[config.mk]
export PLATFORM = sky130hd
export DESIGN_NAME = utf8_decoder_with_error_policy
export DESIGN_NICKNAME = d
export VERILOG_FILES = /design/src/rtl/core/utf8d_pkg.sv /design/src/rtl/core/utf8_decoder_with_error_policy.sv
export SDC_FILE = /design/constraint.sdc
export NUM_CORES = 1
export LEC_CHECK = 0
export BUFFER_PORTS_ARGS = -buffer_cell sky130_fd_sc_hd__clkbuf_2
export CAP_MARGIN = 20
export CORE_MARGIN = 2
export CORE_UTILIZATION = 25
export CTS_BUF_LIST = sky130_fd_sc_hd__clkbuf_16
export DETAILED_ROUTE_END_ITERATION = 8
export GPL_ROUTABILITY_DRIVEN = 0
export PLACE_DENSITY = 0.38
export SYNTH_ARGS = -nofsm -noshare
export SYNTH_HDL_FRONTEND = slang
export SYNTH_SLANG_ARGS = --single-unit
[constraint.sdc]
create_clock -name clk -period 6.85 [get_ports clk]
set_clock_uncertainty 0.05 [all_clocks]
set_input_delay 0.685 -clock clk [delete_from_list [all_inputs] [get_ports clk]]
set_output_delay 0.685 -clock clk [all_outputs]
set_load 0.05 [all_outputs]
[src/rtl/core/utf8d_pkg.sv]
// ============================================================================
// utf8d_pkg
// Shared types and constants for the UTF-8 decoder with error policy.
// ============================================================================
package utf8d_pkg;

  // Width of the internal saturating byte counter.
  localparam int COUNT_WIDTH = 32;
  // Width of the reported byte count.
  localparam int BYTES_W     = 32;
  localparam int CP_W        = 21;

  // Result queue, depth must be a power of two.
  localparam int QDEPTH  = 4;
  localparam int QIDX_W  = $clog2(QDEPTH);
  localparam int QCNT_W  = $clog2(QDEPTH + 1);

  // Error policy codes.
  localparam logic [1:0] MODE_REPLACE = 2'd0;
  localparam logic [1:0] MODE_COPY    = 2'd1;
  localparam logic [1:0] MODE_STOP    = 2'd2;

  // Result status codes.
  localparam logic [1:0] ST_DECODED   = 2'd0;
  localparam logic [1:0] ST_MALFORMED = 2'd1;
  localparam logic [1:0] ST_STOPPED   = 2'd2;

  localparam logic [CP_W-1:0] REPLACEMENT_CP = CP_W'(32'hFFFD);

  typedef struct packed {
    logic [7:0] data_byte;
    logic       end_of_input;
  } in_beat_t;

  typedef struct packed {
    logic [CP_W-1:0]    code_point;
    logic [1:0]         status;
    logic               run_end;
    logic               string_end;
    logic [BYTES_W-1:0] bytes_consumed;
  } out_beat_t;

endpackage

[src/rtl/core/utf8_decoder_with_error_policy.sv]
// ============================================================================
// utf8_decoder_with_error_policy
// Byte-serial UTF-8 decoder with replace, copy or stop handling of bad input.
// ============================================================================
// Each result is registered into the result queue when its byte beat is accepted.
// Throughput: one byte per cycle while out_ready holds and each byte yields
// at most one result; a byte that yields two results (broken sequence plus a
// new one) is absorbed by the four-entry result queue.
// Reset (rst_n low, synchronous) clears the decode state, the byte count,
// the error mode (replace) and empties the result queue.
module utf8_decoder_with_error_policy (
  input  logic                  clk,
  input  logic                  rst_n,
  // Input byte channel.
  input  logic                  in_valid,
  output logic                  in_ready,
  input  utf8d_pkg::in_beat_t   in_data,
  // Result channel.
  output logic                  out_valid,
  input  logic                  out_ready,
  output utf8d_pkg::out_beat_t  out_data,
  // Configuration write channel (error mode).
  input  logic                  cfg_valid,
  output logic                  cfg_ready,
  input  logic [1:0]            cfg_data
);
  import utf8d_pkg::*;

  // Saturating add of a small count onto the byte counter. The counter never
  // exceeds its all-ones limit, so a carry out means saturation.
  function automatic logic [COUNT_WIDTH-1:0] sat_add(input logic [COUNT_WIDTH-1:0] t,
                                                     input logic [2:0] n);
    logic [COUNT_WIDTH:0] sum;
    sum = {1'b0, t} + (COUNT_WIDTH + 1)'(n);
    return sum[COUNT_WIDTH] ? {COUNT_WIDTH{1'b1}} : sum[COUNT_WIDTH-1:0];
  endfunction

  // --------------------------------------------------------------------------
  // Decode state. exp_r is the number of continuation bytes the pending
  // sequence needs (zero when nothing is pending), taken_r how many arrived.
  // --------------------------------------------------------------------------
  logic [1:0]             mode_r;
  logic [CP_W-1:0]        pv_r,     pv_nxt;
  logic [1:0]             exp_r,    exp_nxt;
  logic [1:0]             taken_r,  taken_nxt;
  logic [7:0]             lead_r,   lead_nxt;
  logic [COUNT_WIDTH-1:0] total_r,  total_nxt;
  logic                   halted_r, halted_nxt;

  // Result queue.
  out_beat_t              q_r [QDEPTH];
  logic [QIDX_W-1:0]      wr_ptr_r, wr_ptr_nxt;
  logic [QIDX_W-1:0]      rd_ptr_r, rd_ptr_nxt;
  logic [QCNT_W-1:0]      cnt_r,    cnt_nxt;

  logic in_fire;
  logic out_fire;

  // The queue always has room for the two results a byte can cause.
  assign in_ready  = (cnt_r <= QCNT_W'(QDEPTH - 2));
  assign in_fire   = in_valid && in_ready;
  assign out_valid = (cnt_r != '0);
  assign out_data  = q_r[rd_ptr_r];
  assign out_fire  = out_valid && out_ready;
  assign cfg_ready = 1'b1;

  // --------------------------------------------------------------------------
  // Single-pass decode of one byte.
  // --------------------------------------------------------------------------
  logic [7:0]             b;
  logic                   last;
  logic                   pend;
  logic                   cont;
  logic                   stop_mode;
  logic [1:0]             taken_inc;
  logic                   complete;
  logic [2:0]             n_first;
  logic [COUNT_WIDTH-1:0] t_first;
  logic [COUNT_WIDTH-1:0] t_second;
  logic [CP_W-1:0]        pv_shift;
  logic [CP_W-1:0]        sub_lead;
  logic [CP_W-1:0]        sub_byte;
  logic                   fresh;
  logic                   stopped;
  out_beat_t              res_a, res_b, res_f;
  logic                   a_vld, b_vld, f_vld;

  assign b         = in_data.data_byte;
  assign last      = in_data.end_of_input;
  assign pend      = (exp_r != 2'd0);
  assign cont      = (b[7:6] == 2'b10);
  assign stop_mode = (mode_r == MODE_STOP);
  assign taken_inc = taken_r + 2'd1;
  assign complete  = (taken_inc >= exp_r);
  assign pv_shift  = {pv_r[CP_W-7:0], b[5:0]};
  // Copy mode returns the lead byte or the current byte; replace and the unused code give U+FFFD.
  assign sub_lead  = (mode_r == MODE_COPY) ? CP_W'(lead_r) : REPLACEMENT_CP;
  assign sub_byte  = (mode_r == MODE_COPY) ? CP_W'(b)      : REPLACEMENT_CP;

  // Bytes committed by the first event of this beat: a finished sequence,
  // a sequence cut short by end of input, or a sequence broken by this byte.
  always_comb begin
    if (!pend) begin
      n_first = 3'd0;
    end else if (cont && complete) begin
      n_first = {1'b0, exp_r} + 3'd1;
    end else if (cont) begin
      n_first = {1'b0, taken_r} + 3'd2;
    end else begin
      n_first = {1'b0, taken_r} + 3'd1;
    end
  end

  // The second count adds the byte itself when it starts something new.
  assign t_first  = sat_add(total_r, n_first);
  assign t_second = sat_add(total_r, n_first + 3'd1);

  always_comb begin
    pv_nxt     = pv_r;
    exp_nxt    = exp_r;
    taken_nxt  = taken_r;
    lead_nxt   = lead_r;
    total_nxt  = total_r;
    halted_nxt = halted_r;
    res_a      = '0;
    res_b      = '0;
    res_f      = '0;
    a_vld      = 1'b0;
    b_vld      = 1'b0;
    f_vld      = 1'b0;
    fresh      = 1'b0;
    stopped    = 1'b0;

    if (in_fire) begin
      if (halted_r) begin
        // After a stop, bytes are dropped up to the end of the string.
        if (last) begin
          halted_nxt = 1'b0;
        end
      end else begin
        if (pend && cont) begin
          pv_nxt    = pv_shift;
          taken_nxt = taken_inc;
          if (complete) begin
            res_a     = '{pv_shift, ST_DECODED, 1'b1, last, BYTES_W'(t_first)};
            a_vld     = 1'b1;
            total_nxt = t_first;
            exp_nxt   = 2'd0;
            taken_nxt = 2'd0;
          end else if (last) begin
            // Sequence truncated by the end of the string.
            a_vld = 1'b1;
            if (stop_mode) begin
              res_a   = '{'0, ST_STOPPED, 1'b1, 1'b1, BYTES_W'(total_r)};
              stopped = 1'b1;
            end else begin
              res_a     = '{sub_lead, ST_MALFORMED, 1'b1, 1'b1, BYTES_W'(t_first)};
              total_nxt = t_first;
            end
          end
        end else begin
          if (pend) begin
            // The byte broke the pending sequence.
            exp_nxt   = 2'd0;
            taken_nxt = 2'd0;
            a_vld     = 1'b1;
            if (stop_mode) begin
              res_a      = '{'0, ST_STOPPED, 1'b1, 1'b1, BYTES_W'(total_r)};
              stopped    = 1'b1;
              halted_nxt = !last;
            end else begin
              res_a     = '{sub_lead, ST_MALFORMED, 1'b0, 1'b0, BYTES_W'(t_first)};
              total_nxt = t_first;
              fresh     = 1'b1;
            end
          end else begin
            fresh = 1'b1;
          end

          if (fresh) begin
            if (b[7] == 1'b0) begin
              res_f     = '{CP_W'(b), ST_DECODED, 1'b1, last, BYTES_W'(t_second)};
              f_vld     = 1'b1;
              total_nxt = t_second;
            end else if (b[7:5] == 3'b110 || b[7:4] == 4'b1110 || b[7:3] == 5'b11110) begin
              lead_nxt  = b;
              taken_nxt = 2'd0;
              if (b[7:5] == 3'b110) begin
                exp_nxt = 2'd1;
                pv_nxt  = CP_W'(b[4:0]);
              end else if (b[7:4] == 4'b1110) begin
                exp_nxt = 2'd2;
                pv_nxt  = CP_W'(b[3:0]);
              end else begin
                exp_nxt = 2'd3;
                pv_nxt  = CP_W'(b[2:0]);
              end
              if (last) begin
                // A lead as the final byte is a truncated sequence.
                exp_nxt = 2'd0;
                f_vld   = 1'b1;
                if (stop_mode) begin
                  res_f   = '{'0, ST_STOPPED, 1'b1, 1'b1, BYTES_W'(t_first)};
                  stopped = 1'b1;
                end else begin
                  res_f     = '{sub_byte, ST_MALFORMED, 1'b1, 1'b1, BYTES_W'(t_second)};
                  total_nxt = t_second;
                end
              end
            end else begin
              // A stray continuation byte or an invalid lead.
              f_vld = 1'b1;
              if (stop_mode) begin
                res_f      = '{'0, ST_STOPPED, 1'b1, 1'b1, BYTES_W'(t_first)};
                stopped    = 1'b1;
                halted_nxt = !last;
              end else begin
                res_f     = '{sub_byte, ST_MALFORMED, 1'b1, last, BYTES_W'(t_second)};
                total_nxt = t_second;
              end
            end

            // Order the results: a broken-sequence result goes first.
            if (a_vld) begin
              if (f_vld) begin
                res_b = res_f;
                b_vld = 1'b1;
              end else begin
                res_a.run_end = 1'b1;
              end
            end else begin
              res_a = res_f;
              a_vld = f_vld;
            end
          end
        end

        // A string end or a stop starts a fresh string.
        if (last || stopped) begin
          pv_nxt    = '0;
          exp_nxt   = 2'd0;
          taken_nxt = 2'd0;
          lead_nxt  = '0;
          total_nxt = '0;
        end
      end
    end
  end

  // --------------------------------------------------------------------------
  // Queue pointer and count update.
  // --------------------------------------------------------------------------
  always_comb begin
    wr_ptr_nxt = wr_ptr_r;
    if (a_vld) begin
      wr_ptr_nxt = wr_ptr_r + QIDX_W'(b_vld ? 2 : 1);
    end
    rd_ptr_nxt = out_fire ? rd_ptr_r + QIDX_W'(1) : rd_ptr_r;
    cnt_nxt    = cnt_r + QCNT_W'(a_vld) + QCNT_W'(b_vld) - QCNT_W'(out_fire);
  end

  always_ff @(posedge clk) begin
    if (!rst_n) begin
      mode_r   <= MODE_REPLACE;
      pv_r     <= '0;
      exp_r    <= 2'd0;
      taken_r  <= 2'd0;
      lead_r   <= '0;
      total_r  <= '0;
      halted_r <= 1'b0;
      wr_ptr_r <= '0;
      rd_ptr_r <= '0;
      cnt_r    <= '0;
    end else begin
      if (cfg_valid && cfg_ready) begin
        mode_r <= cfg_data;
      end
      pv_r     <= pv_nxt;
      exp_r    <= exp_nxt;
      taken_r  <= taken_nxt;
      lead_r   <= lead_nxt;
      total_r  <= total_nxt;
      halted_r <= halted_nxt;
      wr_ptr_r <= wr_ptr_nxt;
      rd_ptr_r <= rd_ptr_nxt;
      cnt_r    <= cnt_nxt;
    end
  end

  // Queue storage holds payload only.
  always_ff @(posedge clk) begin
    if (a_vld) begin
      q_r[wr_ptr_r] <= res_a;
    end
    if (b_vld) begin
      q_r[wr_ptr_r + QIDX_W'(1)] <= res_b;
    end
  end

  // --------------------------------------------------------------------------
  // Assertions
  // --------------------------------------------------------------------------
  a_queue_bound: assert property (@(posedge clk) disable iff (!rst_n)
    cnt_r <= QCNT_W'(QDEPTH))
    else $error("result queue overflow");

  a_halt_no_pending: assert property (@(posedge clk) disable iff (!rst_n)
    halted_r |-> (exp_r == 2'd0 && total_r == '0))
    else $error("pending state while halted");

  a_taken_below_exp: assert property (@(posedge clk) disable iff (!rst_n)
    (exp_r != 2'd0) |-> (taken_r < exp_r))
    else $error("continuation count reached expected count");

  a_string_end_clears: assert property (@(posedge clk) disable iff (!rst_n)
    (in_fire && in_data.end_of_input) |=> (exp_r == 2'd0 && total_r == '0 && !halted_r))
    else $error("state not cleared at end of string");

endmodule

==> results of run 1 <==
worst max path at each step:
| stage | startpoint | end | slack [ps] |
|---|---|---|---|
| detailed placement | taken_r[0] | q_r[0][22] | 1220 |
| CTS | taken_r[0] | q_r[2][6] | 1210 |
| finish | taken_r[0] | q_r[3][8] | 1070 |
| floorplan | taken_r[0] | q_r[0][22] | 1850 |
| global route | taken_r[0] | q_r[1][22] | 720 |
| global placement | taken_r[0] | q_r[0][26] | 1030 |
placed cells by master (no fill, tap or decap), types with 9 or more instances in the layout:
master     Yosys  layout
clkbuf_2       1      74
and4_1        12      12
nor4_1        17      16
o21ai_1        9      10
a31oi_1       39      38
a21oi_1      158     158
or3_1         20      19
a211o_1       10      10
o31ai_1       17      17
dfxtp_1       91      89
inv_1         36      42
mux4_2        57      57
a221o_1       18      18
and2_1        18      18
o21ai_0      146     144
o21a_1        10      10
nor3_1        35      35
o32ai_1       16      16
nand2b_1      10      10
xnor2_1       16      16
nand2_1      170     166
clkbuf_16      0      37
a22oi_1       13      13
nand4_1       37      37
buf_4          3      94
a21o_1        24      24
nor2_1       152     149
o22ai_1      149     149
nor2b_1       11      11
edfxtp_1     208     208
mux2i_1       13      13
o2111ai_1      9       9
ha_1          17      16
nand3_1       83      80
o211ai_1      16      16
and3_1        16      16
a211oi_1      19      18
registers in the layout, summed over array words and instances (netlist names), named ones only:
signal    flops
q_r         228
total_r      32
pv_r         15
lead_r        8
cnt_r         3
exp_r         2
mode_r        2
rd_ptr_r      2
taken_r       2
wr_ptr_r      2
halted_r      1
logic make-up (layout without fill, tap and decap cells):
group	count (synthesis)	after routing	synth area share [%]
xor+xnor	23	23	1.06
flops	299	299	42.6
buf+inv	229	277	4.87
other cells	1	1	0.0198
mux	72	72	7.59
fa+ha+maj	21	21	1.55
simple gates	616	616	16.0
compound gates	755	755	26.3
layer usage:
layer  wire length, µm  share of wire [%]
met4              3780                4.0
met3              8480                9.1
met1             41300                 44
met5                21              0.022
met2             40000                 43
final cells by class:
type	instances	share of cell area (%)
Multi-Input combinational cell	1488	46.1
Sequential cell	299	37.2
Tap cell	969	5.59
Timing Repair Buffer	173	5.35
Clock buffer	37	4.27
Clock inverter	31	0.899
Inverter	36	0.623
worst register-to-register path: cells and delay by family (launching register included):
family          cells  cell delay, ps
compound gates      7            1660
xor+xnor            1              70
fa+ha+maj           4            1290
buf+inv             4             830
flops               1             430
simple gates        3            1260
power breakdown:
group	internal, mW	switching (mW)	leakage, nW	total [mW]
Clock	1.03	0.858	0.575	1.89
Combinational	0.602	1.60	3.64	2.21
Sequential	2.13	0.126	2.65	2.25
through the flow:
step	util (%)	cell area, µm²
final	29.1	21700
after global routing	29.1	21700
after CTS	29.1	21700
after detailed placement	27.6	20600
after global placement	27.5	20600
after floorplan	-	18900
==> metrics.yaml, run 1 <==
global_routing:
  track_usage_pct: 23.5
  grt_pass1_wl_mm: 134
  use_met1_pct: 33.7
  grt_use_met3_pct: 4.90
  overflow: 0
  grt_pass1_vias: 17620
  antenna_found_initial: 2
  top_usage_layer: "met2"
  grt_util_met2_pct: 34.1
  grt_max_degree: 53
hold_path:
  hp-class: "primary input to flop"
  hold_depth: 3
  hold_start: "cfg_data[0]"
  hold_end: "mode_r[0]"
worst_setup_path:
  cp.arrival_ps: 6100
  path_common_cell: "ha_1"
  reg2reg_from: "taken_r[0]"
  rr_worst_depth: 19
  crit_cells: 19
  worstPathRequired_ps: 7170
  regToRegSetupSlack_ps: 1070
  worstPathMaxFanout: 17
  crit_buf_inv: 4
  slowest_stage: "nor3_2"
  slowest_delay_ps: 700
  path_cells: "ha_1, ha_1, inv_1, o21ai_1, buf_4, a21oi_1, a211oi_1, ha_1, xor2_1, ha_1, nor2b_1, o2111ai_1, buf_4, nor3_2, buf_4, nor3_1, a211o_1, o21a_1, o22ai_1"
  crit_type: "flop to flop"
  start_kind: "flop"
  timing.rr.end: "q_r[3][8]"
  end_kind: "flop"
  crit_family: "compound AO/OA/AOI/OAI gates"
die:
  core_area_um2: 74700
  die_h_um: 279
  io_pins: 76
  die_w_um: 279
  row_count: 100
  die_area_um2: 77900
  start_util_pct: 25.3
sta:
  fin_hold_ws_ps: 320
  slew_viol_final: 0
  post-route-period-util_pct: 84.3
  setup_viol: 0
  max_slew_margin_pct: 14.7
  setup_ws_ps: 1070
  clock.fmax_mhz: 173
  final-hold-violation-count: 0
  rsz0062_at_grt: "no"
  setup_tns_ps: 0
  tightest_slew_ps: 1270
  period_minus_slack_ps: 5780
clocking:
  cts_hold_buf: 0
  cts_sinks: 299
  cts_setup_buffers: 0
  clk_path_buf_depth: 3
  numCtsBuffers: 37
  htreeDepth: 2
  clkTransAtPathRegs_ps: 60
  clk_latency_ps: 580
  cts.repair.resized: 0
  root_buffer: "clkbuf_16"
  cts_tree: "done"
cells_and_area:
  drive_gt1_share_pct: 16.6
  multi_input_area_um2: 10000
  diodes: 0
  fin_nets: 2072
  final_cells: 3033
  syn2layout_area_growth_pct: 14.7
  nFillCells: 7813
  seqCellArea_um2: 8070
detailed_routing:
  first_pass_iters: 7
  drt-total-wl_mm: 93.5
  vias: 18510
  drt_iter0_markers: 2259
  wl_per_cell_um: 30.8
  ant_nets: 0
  via_per_inst: 6.10
  remaining_drc_errors: 0
synthesis:
  synth_top_area_share_pct: 33.0
  ys_ff_latch: 299
  avgSynthCellArea_um2: 9.39
  yosys.cell_types.count: 96
  synthArstFlopShare_pct: 0
  synth_nets: 2053
  ys_seq_area_share_pct: 42.6
  synth.area.top_cells: "edfxtp_1 33%, dfxtp_1 9.6%, mux4_2 6.8%"
  synth_flop_cell: "edfxtp_1"
  yosysTopAreaCell: "edfxtp_1"
  synth.cell_area_um2: 18900
  synth-edff-count: 208
  netlist_top_cells_count: "208 x edfxtp_1, 170 x nand2_1, 158 x a21oi_1"
  ys_warn_count: 0
  yosys.cell_count.top_type: "edfxtp_1"
  syn_inst: 2016
power:
  vdd_drop_max_uv: 153
  power.total_mw: 6.35
  power.density_nw_per_um2: 293
  p_leak_nw: 6.87
place:
  port_buffers: 74
  dp.cells: 2965
  hpwl_mm: 64.5
  dpl_worst_slack_ps: 1220
flow_run:
  drv_cap: 0
outcome:
  status: "finished, final reports clean"
Note: power is estimated with default switching activity, not from simulation.
==> run 2, diff against run 1 <==
==> constraint.sdc (replaced) <==
create_clock -name clk -period 5.53 [get_ports clk]
set_clock_uncertainty 0.05 [all_clocks]
set_input_delay 0.553 -clock clk [delete_from_list [all_inputs] [get_ports clk]]
set_output_delay 0.553 -clock clk [all_outputs]
set_load 0.05 [all_outputs]
==> run 2 against run 1 <==
  * Global-route usage barely moved
  * Non-clock buffer count up 37
  * Clock-buffer cell count unchanged
  * Total power is 26% higher
  * Setup slack worse by 870 ps
  * Sequential share of layout area fell by 0.77 points
  * Final area grew 2.1%
  * Maximum frequency increased by 8.4%
  * Sequential power increased by 24%
  * Hold slack worse by 140 ps
  * Critical endpoint is now q_r[3][28]
==> metrics.yaml, run 2 (same netlist as run 1, synthesis figures left out) <==
detailed_routing:
  vias: 18655  # +0.78%
  remaining_drc_errors: 0  # unchanged
  via_per_inst: 6.08  # -0.37%
  first_pass_iters: 6  # -1
  ant_nets: 0  # unchanged
  wl_per_cell_um: 30.5  # -1.1%
  drt-total-wl_mm: 93.6  # about the same
  drt_iter0_markers: 2310  # +2.3%
global_routing:
  grt_pass1_vias: 17592  # -0.16%
  antenna_found_initial: 2  # unchanged
  grt_max_degree: 53  # unchanged
  grt_pass1_wl_mm: 133  # about the same
  track_usage_pct: 23.5  # about the same
  overflow: 0  # unchanged
sta:
  max_slew_margin_pct: 12.6  # -2.2 points
  period_minus_slack_ps: 5330  # -449 ps
  slew_viol_final: 0  # unchanged
  clock.fmax_mhz: 188  # +8.4%
  setup_viol: 0  # unchanged
  setup_tns_ps: 0  # unchanged
  final-hold-violation-count: 0  # unchanged
  tightest_slew_ps: 1310  # +35.2 ps
  post-route-period-util_pct: 96.4  # +12 points
cells_and_area:
  regMostFlops: "q_r"
  post-route-util_pct: 29.7  # +0.62 points
  largest_reg_flops: 228  # unchanged
  design_area_um2: 22200  # +2.1%
  top_regs: "q_r (228), total_r (32), pv_r (15)"
  final_cell_mix: "208 x edfxtp_1, 167 x nand2_1, 158 x a21oi_1"
  drive_gt1_share_pct: 18.6  # +2.0 points
  final_cells: 3068  # +1.2%
  syn2layout_area_growth_pct: 17.1
  layout_commonest_cell: "edfxtp_1"
  fin_nets: 2109  # +1.8%
hold_path:
  hp-class: "primary input to flop"
die:
  die_w_um: 279  # unchanged
  row_count: 100  # unchanged
  die_h_um: 279  # unchanged
  start_util_pct: 25.3  # unchanged
  io_pins: 76  # unchanged
  die_area_um2: 77900  # unchanged
  core_area_um2: 74700  # unchanged
clocking:
  clk_latency_ps: 600  # +20 ps
  clk_path_buf_depth: 3  # unchanged
  root_buffer: "clkbuf_16"
  htreeDepth: 2  # unchanged
  numCtsBuffers: 37  # unchanged
  cts_hold_buf: 0  # unchanged
  clkTransAtPathRegs_ps: 60  # about the same
  cts_sinks: 299  # unchanged
  cts_tree: "done"
place:
  port_buffers: 74  # unchanged
  hpwl_mm: 65.1  # +0.88%
  dp.cells: 3001  # +1.2%
  dpl_cell_area_um2: 20900  # +1.4%
worst_setup_path:
  worstPathMaxFanout: 7  # -10
  worstPathRequired_ps: 5870  # -1300 ps
  cp.arrival_ps: 5670  # -430 ps
  end_kind: "flop"
  crit_type: "flop to flop"
  start_kind: "flop"
power:
  power.total_mw: 8.02  # +26%
  vdd_drop_max_uv: 181  # +19%
  power.density_nw_per_um2: 362  # +24%
  p_leak_nw: 7.15  # +4.1%
flow_run:
  drv_cap: 0  # unchanged
outcome:
  status: "finished, final reports clean"
run 2: final cells by class:
class                           instances  area, µm²
Fill cell                            7755      52500
Multi-Input combinational cell       1488      10100
Sequential cell                       299       8070
Timing Repair Buffer                  210       1470
Tap cell                              969       1210
Clock buffer                           37        926
Clock inverter                         28        235
Inverter                               36        135
Antenna cell                            1       2.50
run 2: per-stage QoR:
| step | worst slack [ps] | hold slack [ps] |
|---|---|---|
| global route | -9.25 | 179 |
| finish | 202 | 178 |
| global placement | 1.51 | 390 |
| detailed placement | -49.9 | 396 |
| floorplan | 529 | 377 |
| CTS | 62.3 | 160 |
run 2: worst max-delay path, cell delays in order, from the launching register on:
cell       delay [ps]
dfxtp_2           350
ha_1              330
ha_1              330
a21oi_1           170
o21ai_0            90
and2_0            160
or3_1             390
inv_1             100
ha_1              210
inv_1              70
fa_1              460
nand2b_2          260
a2111oi_4         390
a31oi_1           490
a221o_1           500
o31a_1            210
a221o_1           440
o22ai_1           140
run 2: final timing paths:
check	start	to	slack, ps	cells after the start
max	taken_r[0]	q_r[3][28]	200	17
min	cfg_data[0]	mode_r[0]	180	3
max reg2reg	taken_r[0]	q_r[3][28]	200	17
min reg2reg	pv_r[13]	pv_r[13]	400	2
run 2: routing by layer:
metal / track usage, % / vias to the layer above / share of wire (%)
met5: 0 / - / 0.017
met3: 5.92 / 230 / 9.2
met2: 34.8 / 1049 / 43
met4: 8.95 / 2 / 4.4
met1: 32.7 / 9339 / 44
li1: - / 8035 / -
run 2: where the power goes:
group          switching, mW  internal [mW]
clock                   1.06           1.37
combinational           2.02          0.779
sequential             0.154           2.63
total                   3.23           4.78
run 2: timing repair:
item / in CTS / in global routing
pin swaps: 0 / 1
buffers inserted: 0 / 1
setup endpoints to repair: 8 / 75
gates resized for setup: 2 / 18
